[src/design/slefr_pkg.sv]
// Shared types and constants for the start/length/end byte frame receiver.
`timescale 1ns / 1ps

package slefr_pkg;

  localparam int unsigned ByteW   = 8;
  localparam int unsigned KindW   = 2;
  localparam int unsigned ApbAddrW = 4;
  localparam int unsigned ApbDataW = 32;
  localparam int unsigned RegIdxW = 2;

  localparam logic [ByteW-1:0] StartValueRst = 8'h02;
  localparam logic [ByteW-1:0] EndValueRst   = 8'h03;
  localparam logic [ByteW-1:0] MaxLengthRst  = 8'd250;

  // Register index, taken from paddr[3:2]
  typedef enum logic [RegIdxW-1:0] {
    REG_START_VALUE = 2'd0,
    REG_END_VALUE   = 2'd1,
    REG_MAX_LENGTH  = 2'd2,
    REG_UNUSED      = 2'd3
  } reg_idx_e;

  typedef enum logic [1:0] {
    PH_HUNT = 2'd0,
    PH_LEN  = 2'd1,
    PH_DATA = 2'd2,
    PH_END  = 2'd3
  } rx_phase_e;

  typedef enum logic [KindW-1:0] {
    KIND_DATA = 2'd0,
    KIND_GOOD = 2'd1,
    KIND_BAD  = 2'd2,
    KIND_RSVD = 2'd3
  } out_kind_e;

  // One result transaction as held in the output register
  typedef struct packed {
    logic [KindW-1:0] kind;
    logic [ByteW-1:0] frame_length;
    logic [ByteW-1:0] data;
    logic             last;
  } result_t;

endpackage

[src/design/stx_len_etx_frame_receiver_unit.sv]
// Top level of the start/length/end byte frame receiver.
`timescale 1ns / 1ps

//  Channel   | Direction | Handshake                     | Payload
//  ----------+-----------+-------------------------------+-------------------------------------
//  s_axis    | in        | s_axis_tvalid / s_axis_tready | tdata[7:0] rx_byte
//  m_axis    | out       | m_axis_tvalid / m_axis_tready | tdata[7:0] out_byte,
//            |           |                               | tdata[15:8] frame_length,
//            |           |                               | tuser[1:0] out_kind, tlast last
//  apb       | in        | psel/penable, pready tied 1   | 0x0 start_value, 0x4 end_value,
//            |           |                               | 0x8 max_length (8 bits each)
//
// Throughput is one byte per cycle while m_axis is not stalled: a byte sits in
// the input register, the phase logic decides it and writes the output register.
// An s_axis byte is registered in the input register, its result in the output register.
// s_axis_tready falls only when the input register holds a byte whose result
// cannot enter the output register because m_axis is stalled.
// Reset clears phase, counters, valid flags and loads the register defaults.
// Start, length and rejected-length bytes produce no output transaction.

module stx_len_etx_frame_receiver_unit (
  input  logic                           clk_i,
  input  logic                           rst_ni,
  // byte stream in
  input  logic                           s_axis_tvalid,
  output logic                           s_axis_tready,
  input  logic [slefr_pkg::ByteW-1:0]    s_axis_tdata,   // [7:0] rx_byte
  // result stream out
  output logic                           m_axis_tvalid,
  input  logic                           m_axis_tready,
  output logic [2*slefr_pkg::ByteW-1:0]  m_axis_tdata,   // [7:0] out_byte, [15:8] frame_length
  output logic [slefr_pkg::KindW-1:0]    m_axis_tuser,   // [1:0] out_kind
  output logic                           m_axis_tlast,   // last
  // configuration
  input  logic                           psel,
  input  logic                           penable,
  input  logic                           pwrite,
  input  logic [slefr_pkg::ApbAddrW-1:0] paddr,
  input  logic [slefr_pkg::ApbDataW-1:0] pwdata,
  output logic [slefr_pkg::ApbDataW-1:0] prdata,
  output logic                           pready
);

  localparam int unsigned BW = slefr_pkg::ByteW;

  // ---------------------------------------------------------------------------
  // Configuration registers
  // ---------------------------------------------------------------------------
  logic [BW-1:0]       start_value_q, end_value_q, max_length_q;
  logic                cfg_wr;
  slefr_pkg::reg_idx_e reg_idx;

  assign pready  = 1'b1;
  assign cfg_wr  = psel & penable & pwrite & pready;
  assign reg_idx = slefr_pkg::reg_idx_e'(paddr[3:2]);

  always_ff @(posedge clk_i or negedge rst_ni) begin
    if (!rst_ni) begin
      start_value_q <= slefr_pkg::StartValueRst;
      end_value_q   <= slefr_pkg::EndValueRst;
      max_length_q  <= slefr_pkg::MaxLengthRst;
    end else if (cfg_wr) begin
      unique case (reg_idx)
        slefr_pkg::REG_START_VALUE: start_value_q <= pwdata[BW-1:0];
        slefr_pkg::REG_END_VALUE:   end_value_q   <= pwdata[BW-1:0];
        slefr_pkg::REG_MAX_LENGTH:  max_length_q  <= pwdata[BW-1:0];
        default: ;  // unmapped: write dropped
      endcase
    end
  end

  always_comb begin
    unique case (reg_idx)
      slefr_pkg::REG_START_VALUE: prdata = {{(slefr_pkg::ApbDataW-BW){1'b0}}, start_value_q};
      slefr_pkg::REG_END_VALUE:   prdata = {{(slefr_pkg::ApbDataW-BW){1'b0}}, end_value_q};
      slefr_pkg::REG_MAX_LENGTH:  prdata = {{(slefr_pkg::ApbDataW-BW){1'b0}}, max_length_q};
      default:                    prdata = '0;
    endcase
  end

  // ---------------------------------------------------------------------------
  // Input register
  // ---------------------------------------------------------------------------
  logic          in_valid_q;
  logic [BW-1:0] in_byte_q;
  logic          proc_fire;   // byte in input register is decided this cycle
  logic          out_free;    // output register can take a new result
  logic          res_valid;   // decided byte yields an output transaction

  assign out_free      = ~m_axis_tvalid | m_axis_tready;
  assign proc_fire     = in_valid_q & (~res_valid | out_free);
  assign s_axis_tready = ~in_valid_q | proc_fire;

  always_ff @(posedge clk_i or negedge rst_ni) begin
    if (!rst_ni) begin
      in_valid_q <= 1'b0;
    end else if (s_axis_tready) begin
      in_valid_q <= s_axis_tvalid;
    end
  end

  always_ff @(posedge clk_i) begin
    if (s_axis_tvalid && s_axis_tready) begin
      in_byte_q <= s_axis_tdata;
    end
  end

  // ---------------------------------------------------------------------------
  // Frame phase machine
  // ---------------------------------------------------------------------------
  slefr_pkg::rx_phase_e phase_q, phase_d;
  logic [BW-1:0]        bytes_left_q, bytes_left_d;
  logic [BW-1:0]        cur_len_q, cur_len_d;
  logic [BW-1:0]        left_dec;
  logic                 len_bad;

  assign len_bad  = (in_byte_q == '0) || (in_byte_q > max_length_q);
  // guard keeps the count from wrapping; in payload it is never zero
  assign left_dec = bytes_left_q - BW'(bytes_left_q != '0);

  // next state
  always_comb begin
    phase_d      = phase_q;
    bytes_left_d = bytes_left_q;
    cur_len_d    = cur_len_q;
    unique case (phase_q)
      slefr_pkg::PH_HUNT: begin
        if (in_byte_q == start_value_q) phase_d = slefr_pkg::PH_LEN;
      end
      slefr_pkg::PH_LEN: begin
        if (len_bad) begin
          phase_d = slefr_pkg::PH_HUNT;   // rejected length, not rechecked as start
        end else begin
          phase_d      = slefr_pkg::PH_DATA;
          bytes_left_d = in_byte_q;
          cur_len_d    = in_byte_q;
        end
      end
      slefr_pkg::PH_DATA: begin
        bytes_left_d = left_dec;
        if (left_dec == '0) phase_d = slefr_pkg::PH_END;
      end
      slefr_pkg::PH_END: begin
        phase_d = slefr_pkg::PH_HUNT;
      end
      default: phase_d = slefr_pkg::PH_HUNT;
    endcase
  end

  // outputs
  slefr_pkg::result_t res;

  always_comb begin
    res_valid        = 1'b0;
    res.kind         = slefr_pkg::KIND_DATA;
    res.data         = in_byte_q;
    res.frame_length = cur_len_q;
    res.last         = 1'b0;
    unique case (phase_q)
      slefr_pkg::PH_DATA: begin
        res_valid = in_valid_q;
      end
      slefr_pkg::PH_END: begin
        res_valid = in_valid_q;
        res.kind  = (in_byte_q == end_value_q) ? slefr_pkg::KIND_GOOD : slefr_pkg::KIND_BAD;
        res.last  = 1'b1;
      end
      default: ;
    endcase
  end

  always_ff @(posedge clk_i or negedge rst_ni) begin
    if (!rst_ni) begin
      phase_q      <= slefr_pkg::PH_HUNT;
      bytes_left_q <= '0;
      cur_len_q    <= '0;
    end else if (proc_fire) begin
      phase_q      <= phase_d;
      bytes_left_q <= bytes_left_d;
      cur_len_q    <= cur_len_d;
    end
  end

  // ---------------------------------------------------------------------------
  // Output register
  // ---------------------------------------------------------------------------
  logic               out_valid_q;
  slefr_pkg::result_t out_q;

  always_ff @(posedge clk_i or negedge rst_ni) begin
    if (!rst_ni) begin
      out_valid_q <= 1'b0;
    end else if (out_free) begin
      out_valid_q <= proc_fire & res_valid;
    end
  end

  always_ff @(posedge clk_i) begin
    if (out_free && proc_fire && res_valid) begin
      out_q <= res;
    end
  end

  assign m_axis_tvalid = out_valid_q;
  assign m_axis_tdata  = {out_q.frame_length, out_q.data};
  assign m_axis_tuser  = out_q.kind;
  assign m_axis_tlast  = out_q.last;

  // ---------------------------------------------------------------------------
  // Assertions
  // ---------------------------------------------------------------------------
  // payload phase always has bytes still to come
  a_data_left_nonzero: assert property (@(posedge clk_i) disable iff (!rst_ni)
    phase_q == slefr_pkg::PH_DATA |-> bytes_left_q != '0)
    else $error("payload phase with zero bytes left");

  // end byte always returns to hunting and posts a closing result
  a_end_to_hunt: assert property (@(posedge clk_i) disable iff (!rst_ni)
    proc_fire && phase_q == slefr_pkg::PH_END |=>
      phase_q == slefr_pkg::PH_HUNT && out_valid_q && out_q.last)
    else $error("end byte did not close the frame");

  // a rejected length byte never enters the payload phase
  a_bad_len_hunt: assert property (@(posedge clk_i) disable iff (!rst_ni)
    proc_fire && phase_q == slefr_pkg::PH_LEN && len_bad |=> phase_q == slefr_pkg::PH_HUNT)
    else $error("bad length accepted");

  // a stalled result is never overwritten
  a_out_hold: assert property (@(posedge clk_i) disable iff (!rst_ni)
    out_valid_q && !m_axis_tready |=> out_valid_q && $stable(out_q))
    else $error("stalled result lost");

endmodule
[config.mk]
export PLATFORM = sky130hd
export DESIGN_NAME = stx_len_etx_frame_receiver_unit
export DESIGN_NICKNAME = d
export VERILOG_FILES = /design/src/design/slefr_pkg.sv /design/src/design/stx_len_etx_frame_receiver_unit.sv
export SDC_FILE = /design/constraint.sdc
export NUM_CORES = 1
export LEC_CHECK = 0
export BUFFER_PORTS_ARGS = -buffer_cell sky130_fd_sc_hd__buf_2
export CELL_PAD_IN_SITES_DETAIL_PLACEMENT = 1
export CELL_PAD_IN_SITES_GLOBAL_PLACEMENT = 2
export CORE_MARGIN = 2
export CORE_UTILIZATION = 35
export DETAILED_ROUTE_END_ITERATION = 10
export GPL_ROUTABILITY_DRIVEN = 0
export PLACE_DENSITY = 0.91
export SLEW_MARGIN = 20
export SYNTH_ARGS = -nofsm -noshare
export SYNTH_HDL_FRONTEND = slang
export SYNTH_SLANG_ARGS = --single-unit
export TNS_END_PERCENT = 5
[constraint.sdc]
create_clock -name clk_i -period 4 [get_ports clk_i]
set_input_delay 0.2 -clock clk_i [delete_from_list [all_inputs] [get_ports clk_i]]
set_output_delay 0.2 -clock clk_i [all_outputs]
set_load 0.005 [all_outputs]
==> Word level (Yosys, flattened, before mapping) <==
Index checks and enable logic that the tools add are counted.
Widths: inputs -> output; s select.
{ "totals": {"regBits": 71, "latchBits": 0, "ram_bits": 0, "rom_bits": 0, "in_bits": 51, "out_inout_bits": 54, "mem_count": 0} }
{ "op_classes": {"add_sub_neg": 1, "mul": 0, "div_mod_pow": 0, "magnitude_cmp": 1, "eq_ne": 10, "shifts": 0, "n_mux": 10, "n_bitwise": 11, "reduce_logical": 17} }
{ "ops": {"columns": ["cell", "count"], "rows": [
  ["$pmux 8 s3", 1],
  ["$eq 8x8->1", 2],
  ["$logic_not 8->1", 2],
  ["$pmux 8 s2", 1],
  ["$reduce_and 3->1", 3],
  ["$gt 8x8->1", 1],
  ["$mux 2", 4],
  ["$mux 8", 1],
  ["$pmux 2 s4", 1],
  ["$reduce_bool 8->1", 1],
  ["$sub 8x1->8", 1],
  ["$eq 2x2->1 const B", 3],
  ["$ne 2x2->1 const B", 3],
  ["$reduce_and 2->1", 3],
  ["$and 1x1->1", 4],
  ["$eq 2x1->1 const B", 2],
  ["$logic_not 2->1", 2],
  ["$not 1->1", 4],
  ["$logic_and 1x1->1", 3],
  ["$or 1x1->1", 3],
  ["$mux 1", 2],
  ["$reduce_bool 2->1", 1],
  ["$reduce_or 2->1", 1],
  ["$logic_or 1x1->1", 1]
]} }

==> Logic depth before layout (Yosys ltp) <==
{ "depth": {"ltp_word": 8, "depth_mapped": 11, "depth_no_buf": 10} }

==> Worst setup path after synthesis <==
No wires, ideal clock.
{ "synth_path": {"kind": "flip-flop to flip-flop", "from": "reg max_length_q[1]", "to": "reg cur_len_q[4]", "setup_ns": 0.125, "t_arrival_ns": 2.017, "slack_ns": 1.858, "path_stages_with_launch": 9, "period_less_slack_ns": 2.142, "path_cell_list": "dfstp_2 -> inv_1 -> ha_1 -> nor2b_1 -> o211ai_1 -> a21oi_1 -> nor3_4 -> buf_6 -> mux2_2"} }
{ "synth_via": {"elab_chain_cells": 4} }
{ "synth_lines": {"columns": ["element", "line_no", "rtl"], "rows": [
  ["from (decl)", "stx_len_etx_frame_receiver_unit.sv:49", "logic [BW-1:0] start_value_q, end_value_q, max_length_q;"],
  ["from (signal assigned)", "stx_len_etx_frame_receiver_unit.sv:61", "max_length_q <= slefr_pkg::MaxLengthRst;"],
  ["from (signal assigned)", "stx_len_etx_frame_receiver_unit.sv:66", "slefr_pkg::REG_MAX_LENGTH: max_length_q <= pwdata[BW-1:0];"],
  ["$gt 8x8->1", "stx_len_etx_frame_receiver_unit.sv:117", "assign len_bad = (in_byte_q == '0) || (in_byte_q > max_length_q);"],
  ["$logic_or 1x1->1", "stx_len_etx_frame_receiver_unit.sv:117", null],
  ["$not 1->1 (no line)", null, null],
  ["$reduce_and 3->1 (no line)", null, null],
  ["to (signal assigned)", "stx_len_etx_frame_receiver_unit.sv:180", "cur_len_q <= cur_len_d;"],
  ["to (decl)", "stx_len_etx_frame_receiver_unit.sv:113", "logic [BW-1:0] cur_len_q, cur_len_d;"]
]} }
Every way passes these cells.
A chain may end at the register's enable or synchronous reset.

==> Worst setup path after layout <==
{ "layout_path": {"from": "reg in_byte_q[1]", "to": "reg bytes_left_q[1]"} }
{ "layout_via": {"elab_chain_cells": 4, "elab_cells_between_ends": 7, "classes_between": "1 x order compare; 1 x eq/ne; 2 x mux; 3 x reduce/logical"} }
{ "layout_lines": {"columns": ["element", "line_no", "rtl"], "rows": [
  ["from (decl)", "stx_len_etx_frame_receiver_unit.sv:85", "logic [BW-1:0] in_byte_q;"],
  ["from (signal assigned)", "stx_len_etx_frame_receiver_unit.sv:104", "in_byte_q <= s_axis_tdata;"],
  ["$gt 8x8->1 / $logic_not 8->1 (equally long branches)", "stx_len_etx_frame_receiver_unit.sv:117", null],
  ["$logic_or 1x1->1", "stx_len_etx_frame_receiver_unit.sv:117", null],
  ["$ne 2x2->1 (no line)", null, null],
  ["$reduce_and 3->1 (no line)", null, null],
  ["to (signal assigned)", "stx_len_etx_frame_receiver_unit.sv:179", "bytes_left_q <= bytes_left_d;"],
  ["to (decl)", "stx_len_etx_frame_receiver_unit.sv:112", "logic [BW-1:0] bytes_left_q, bytes_left_d;"]
]} }
Parallel ways exist; a longest one is shown, timed or not. The select of a mux whose other input is x is not followed.

==> flow_metrics.py <==
metrics = {
    "route": {
        "drtAntennaViolNets": 0,
        "drt-total-wl_um": 8340,
        "drt_iter0_markers": 91,
        "drt_pass1_iterations": 4,
        "detailroute.via_count": 2491,
        "post-route-drc-count": 0,
        "wl_per_cell_um": 16.4,
        "vias_per_cell": 4.89,
    },
    "clock_network": {
        "post-cts-setup-buffers": 0,
        "htree_levels": 3,
        "clk_path_buf_depth": 2,
        "tritoncts": "built",
        "cts_hold_buf": 0,
        "numCtsBuffers": 9,
        "cts_repair_resize_count": 0,
        "clock_latency_ps": 360,
        "cts.reportedPaths.clkPinSlew_ps": 90,
        "cts.root.buffer_cell": "sky130_fd_sc_hd__clkbuf_8",
        "numClockSinks": 71,
    },
    "critical_path": {
        "kind_of_start_point_of_the_critical_path": "register",
        "crit_path_end_kind": "register",
        "worstPathRequired_ps": 4290,
        "worst-setup-path-type": "register to register",
        "worst_ep_arrival_time_ps": 2970,
        "crit_fanout": 17,
    },
    "placed_design": {
        "dpl_worst_slack_ps": 1320,
        "placement.io_buffers": 53,
        "dp.final_hpwl_um": 6080,
    },
    "yosys": {
        "synth.most_common_cell": "sky130_fd_sc_hd__dfrtp_1",
        "synth.lib_cells_used.distinct": 38,
        "synth_top_area_share_pct": 24.2,
        "avgSynthCellArea_um2": 11.6,
        "seq_area_frac_synth_pct": 53.2,
        "synth_top_cell_by_area": "sky130_fd_sc_hd__dfrtp_1",
        "ys_top_cells_by_area": "sky130_fd_sc_hd__dfrtp_1 24%, sky130_fd_sc_hd__edfxtp_1 22%, sky130_fd_sc_hd__mux2_2 10%, sky130_fd_sc_hd__dfstp_2 6.5%, sky130_fd_sc_hd__buf_4 5.4%",
        "synth_common_cells": "35 x sky130_fd_sc_hd__dfrtp_1, 32 x sky130_fd_sc_hd__mux2_2, 27 x sky130_fd_sc_hd__edfxtp_1",
        "synth_edf_count": 27,
        "synthCells": 311,
        "postSynthRegisterBits": 71,
        "synthFlopType": "sky130_fd_sc_hd__dfrtp_1",
        "synth-async-reset-ratio_pct": 62.0,
        "combined_area_of_all_synthesized_cells_um2": 3610,
        "yosysWarnings": 0,
    },
    "floorplanning": {
        "die_w_um": 106,
        "floorplan.initialDensity_pct": 35.5,
        "core_area_um2": 10200,
        "floorplan.die.height_um": 106,
        "dieArea_um2": 11100,
        "ios": 105,
        "placementRows": 37,
    },
    "sta": {
        "worstMarginPinSlew_ps": 834,
        "timing_max_transition_violations_final": 0,
        "max_freq_mhz": 373,
        "setup_viol": 0,
        "final_number_of_hold_violating_endpoints": 0,
        "finalWorstPathRequiredPeriod_ps": 2680,
        "max_slew_margin_pct": 44.3,
        "rsz0062_at_grt": "false",
        "setup_ws_ps": 1320,
        "timing.final.crit_share_pct": 67.0,
        "setup_tns_ps": 0,
        "worst_clock_skew_ps": 11.5,
    },
    "power": {
        "power_density_nw_per_um2": 548,
        "p_leak_nw": 1.80,
        "worst_ir_drop_vdd_uv": 165,
    },
    "cells_and_area": {
        "multi_input_area_um2": 1500,
        "drive_above_1_share_pct": 30.6,
        "antenna_cells_inserted": 0,
        "layout_utilization_pct": 40.7,
        "synthToLayoutAreaGrowth_pct": 14.9,
        "fill_count": 1163,
        "final-seq-area_um2": 1920,
        "final_nets": 430,
    },
    "grt": {
        "globalRoute.totalOverflow": 0,
        "grt_pass1_wl_um": 13500,
        "grt_pass1_vias": 2635,
        "antenna_found_initial": 0,
        "grt_max_degree": 45,
        "globalRouteTotalUtil_pct": 15.8,
    },
    "flow_run": {
        "number_of_max_cap_violations": 0,
    },
    "status": {
        "outcome": "completed",
    },
    "worst_hold_path": {
        "timing.hold.worst.class": "input pin to register",
    },
}
-- routing by layer --
| layer | GRT usage [%] | vias up | routed length, um |
|---|---|---|---|
| met5 | 0 | - | 0 |
| met4 | 6.67 | 0 | 204 |
| met3 | 3.96 | 17 | 395 |
| met2 | 26.7 | 77 | 4130 |
| met1 | 19.2 | 1233 | 3610 |
| li1 | - | 1164 | - |
-- layout make-up --
cell class / instances / area share [%]
clock buffer: 9 / 2.98
clock inverter: 7 / 2.08
inverter: 12 / 1.09
multi-input combinational: 217 / 36.1
sequential: 71 / 46.3
tap: 136 / 4.10
timing repair buffer: 57 / 7.36
-- cells in the final DEF (no fill, tap or decap), types with 6 or more instances in the layout --
| master | instances |
|---|---|
| sky130_fd_sc_hd__dfrtp_1 | 35 |
| sky130_fd_sc_hd__nand3_1 | 7 |
| sky130_fd_sc_hd__dfstp_2 | 9 |
| sky130_fd_sc_hd__nor2_1 | 13 |
| sky130_fd_sc_hd__conb_1 | 25 |
| sky130_fd_sc_hd__mux2i_1 | 10 |
| sky130_fd_sc_hd__mux2_2 | 32 |
| sky130_fd_sc_hd__buf_2 | 52 |
| sky130_fd_sc_hd__clkbuf_8 | 9 |
| sky130_fd_sc_hd__nor4_1 | 6 |
| sky130_fd_sc_hd__o21ai_0 | 16 |
| sky130_fd_sc_hd__nor2b_1 | 6 |
| sky130_fd_sc_hd__nand2_1 | 22 |
| sky130_fd_sc_hd__nor3_1 | 9 |
| sky130_fd_sc_hd__inv_1 | 12 |
| sky130_fd_sc_hd__a21oi_1 | 13 |
| sky130_fd_sc_hd__ha_1 | 11 |
| sky130_fd_sc_hd__edfxtp_1 | 27 |
| sky130_fd_sc_hd__xor2_1 | 16 |
-- power breakdown --
group,total (mW),leakage [nW],internal (mW),switching [mW]
Clock,0.607,0.104,0.302,0.305
Sequential,1.10,0.783,0.943,0.158
Combinational,0.566,0.914,0.264,0.302
-- critical path: stages, from the launching register on --
cell	delay (ps)
sky130_fd_sc_hd__edfxtp_1	560
sky130_fd_sc_hd__ha_1	360
sky130_fd_sc_hd__nor2b_1	130
sky130_fd_sc_hd__o211ai_1	150
sky130_fd_sc_hd__a21oi_1	120
sky130_fd_sc_hd__nor3_4	680
sky130_fd_sc_hd__nand2b_1	380
sky130_fd_sc_hd__mux2i_1	220
-- state kept, by name (all words and copies together) (netlist names), named ones only --
| register | count |
|---|---|
| m_axis_tdata | 16 |
| m_axis_tvalid | 1 |
| cur_len_q | 8 |
| start_value_q | 8 |
| phase_q | 1 |
| m_axis_tuser | 2 |
| in_byte_q | 8 |
| end_value_q | 8 |
| m_axis_tlast | 1 |
| bytes_left_q | 8 |
| in_valid_q | 1 |
| max_length_q | 8 |
-- cells by family (layout without fill, tap and decap cells) --
| kind of cell | count (synthesis) | count (layout) | share of synthesized area, % |
|---|---|---|---|
| xor gates and xnor gates | 18 | 18 | 4.36 |
| adders and majority gates | 11 | 11 | 3.81 |
| and+or+nand+nor | 80 | 80 | 11.5 |
| buffers and inverters | 46 | 85 | 7.72 |
| DFF | 71 | 71 | 53.2 |
| muxes | 42 | 42 | 12.7 |
| other | 2 | 25 | 0.208 |
| AOI/OAI and AO/OA | 41 | 41 | 6.37 |
-- final timing paths --
| check | end | depth (start not counted) | from | slack (ps) |
|---|---|---|---|---|
| worst max-delay path | bytes_left_q[1] | 7 | in_byte_q[1] | 1320 |
| worst min-delay path | in_byte_q[2] | 1 | s_axis_tdata[2] | 20 |
| worst max register to register | bytes_left_q[1] | 7 | in_byte_q[1] | 1320 |
| worst min register to register | m_axis_tdata[12] | 0 | cur_len_q[4] | 440 |
| max in group asynchronous | max_length_q[1] | 2 | rst_ni | 3210 |
| min in group asynchronous | cur_len_q[2] | 2 | rst_ni | 380 |
-- stage by stage --
stage | power [mW] | instances | instance area (um^2) | hold slack (ps)
floorplan | 1.50 | 334 | 3700 | -95.6
detailed placement | 1.68 | 490 | 3910 | 384
global placement | 1.64 | 490 | 3910 | 381
finish | 2.27 | 509 | 4150 | 21.6
global route | 2.43 | 509 | 4150 | 2.15
CTS | 2.29 | 506 | 4120 | 5.45
No activity file was read; power rests on OpenSTA's default activity.
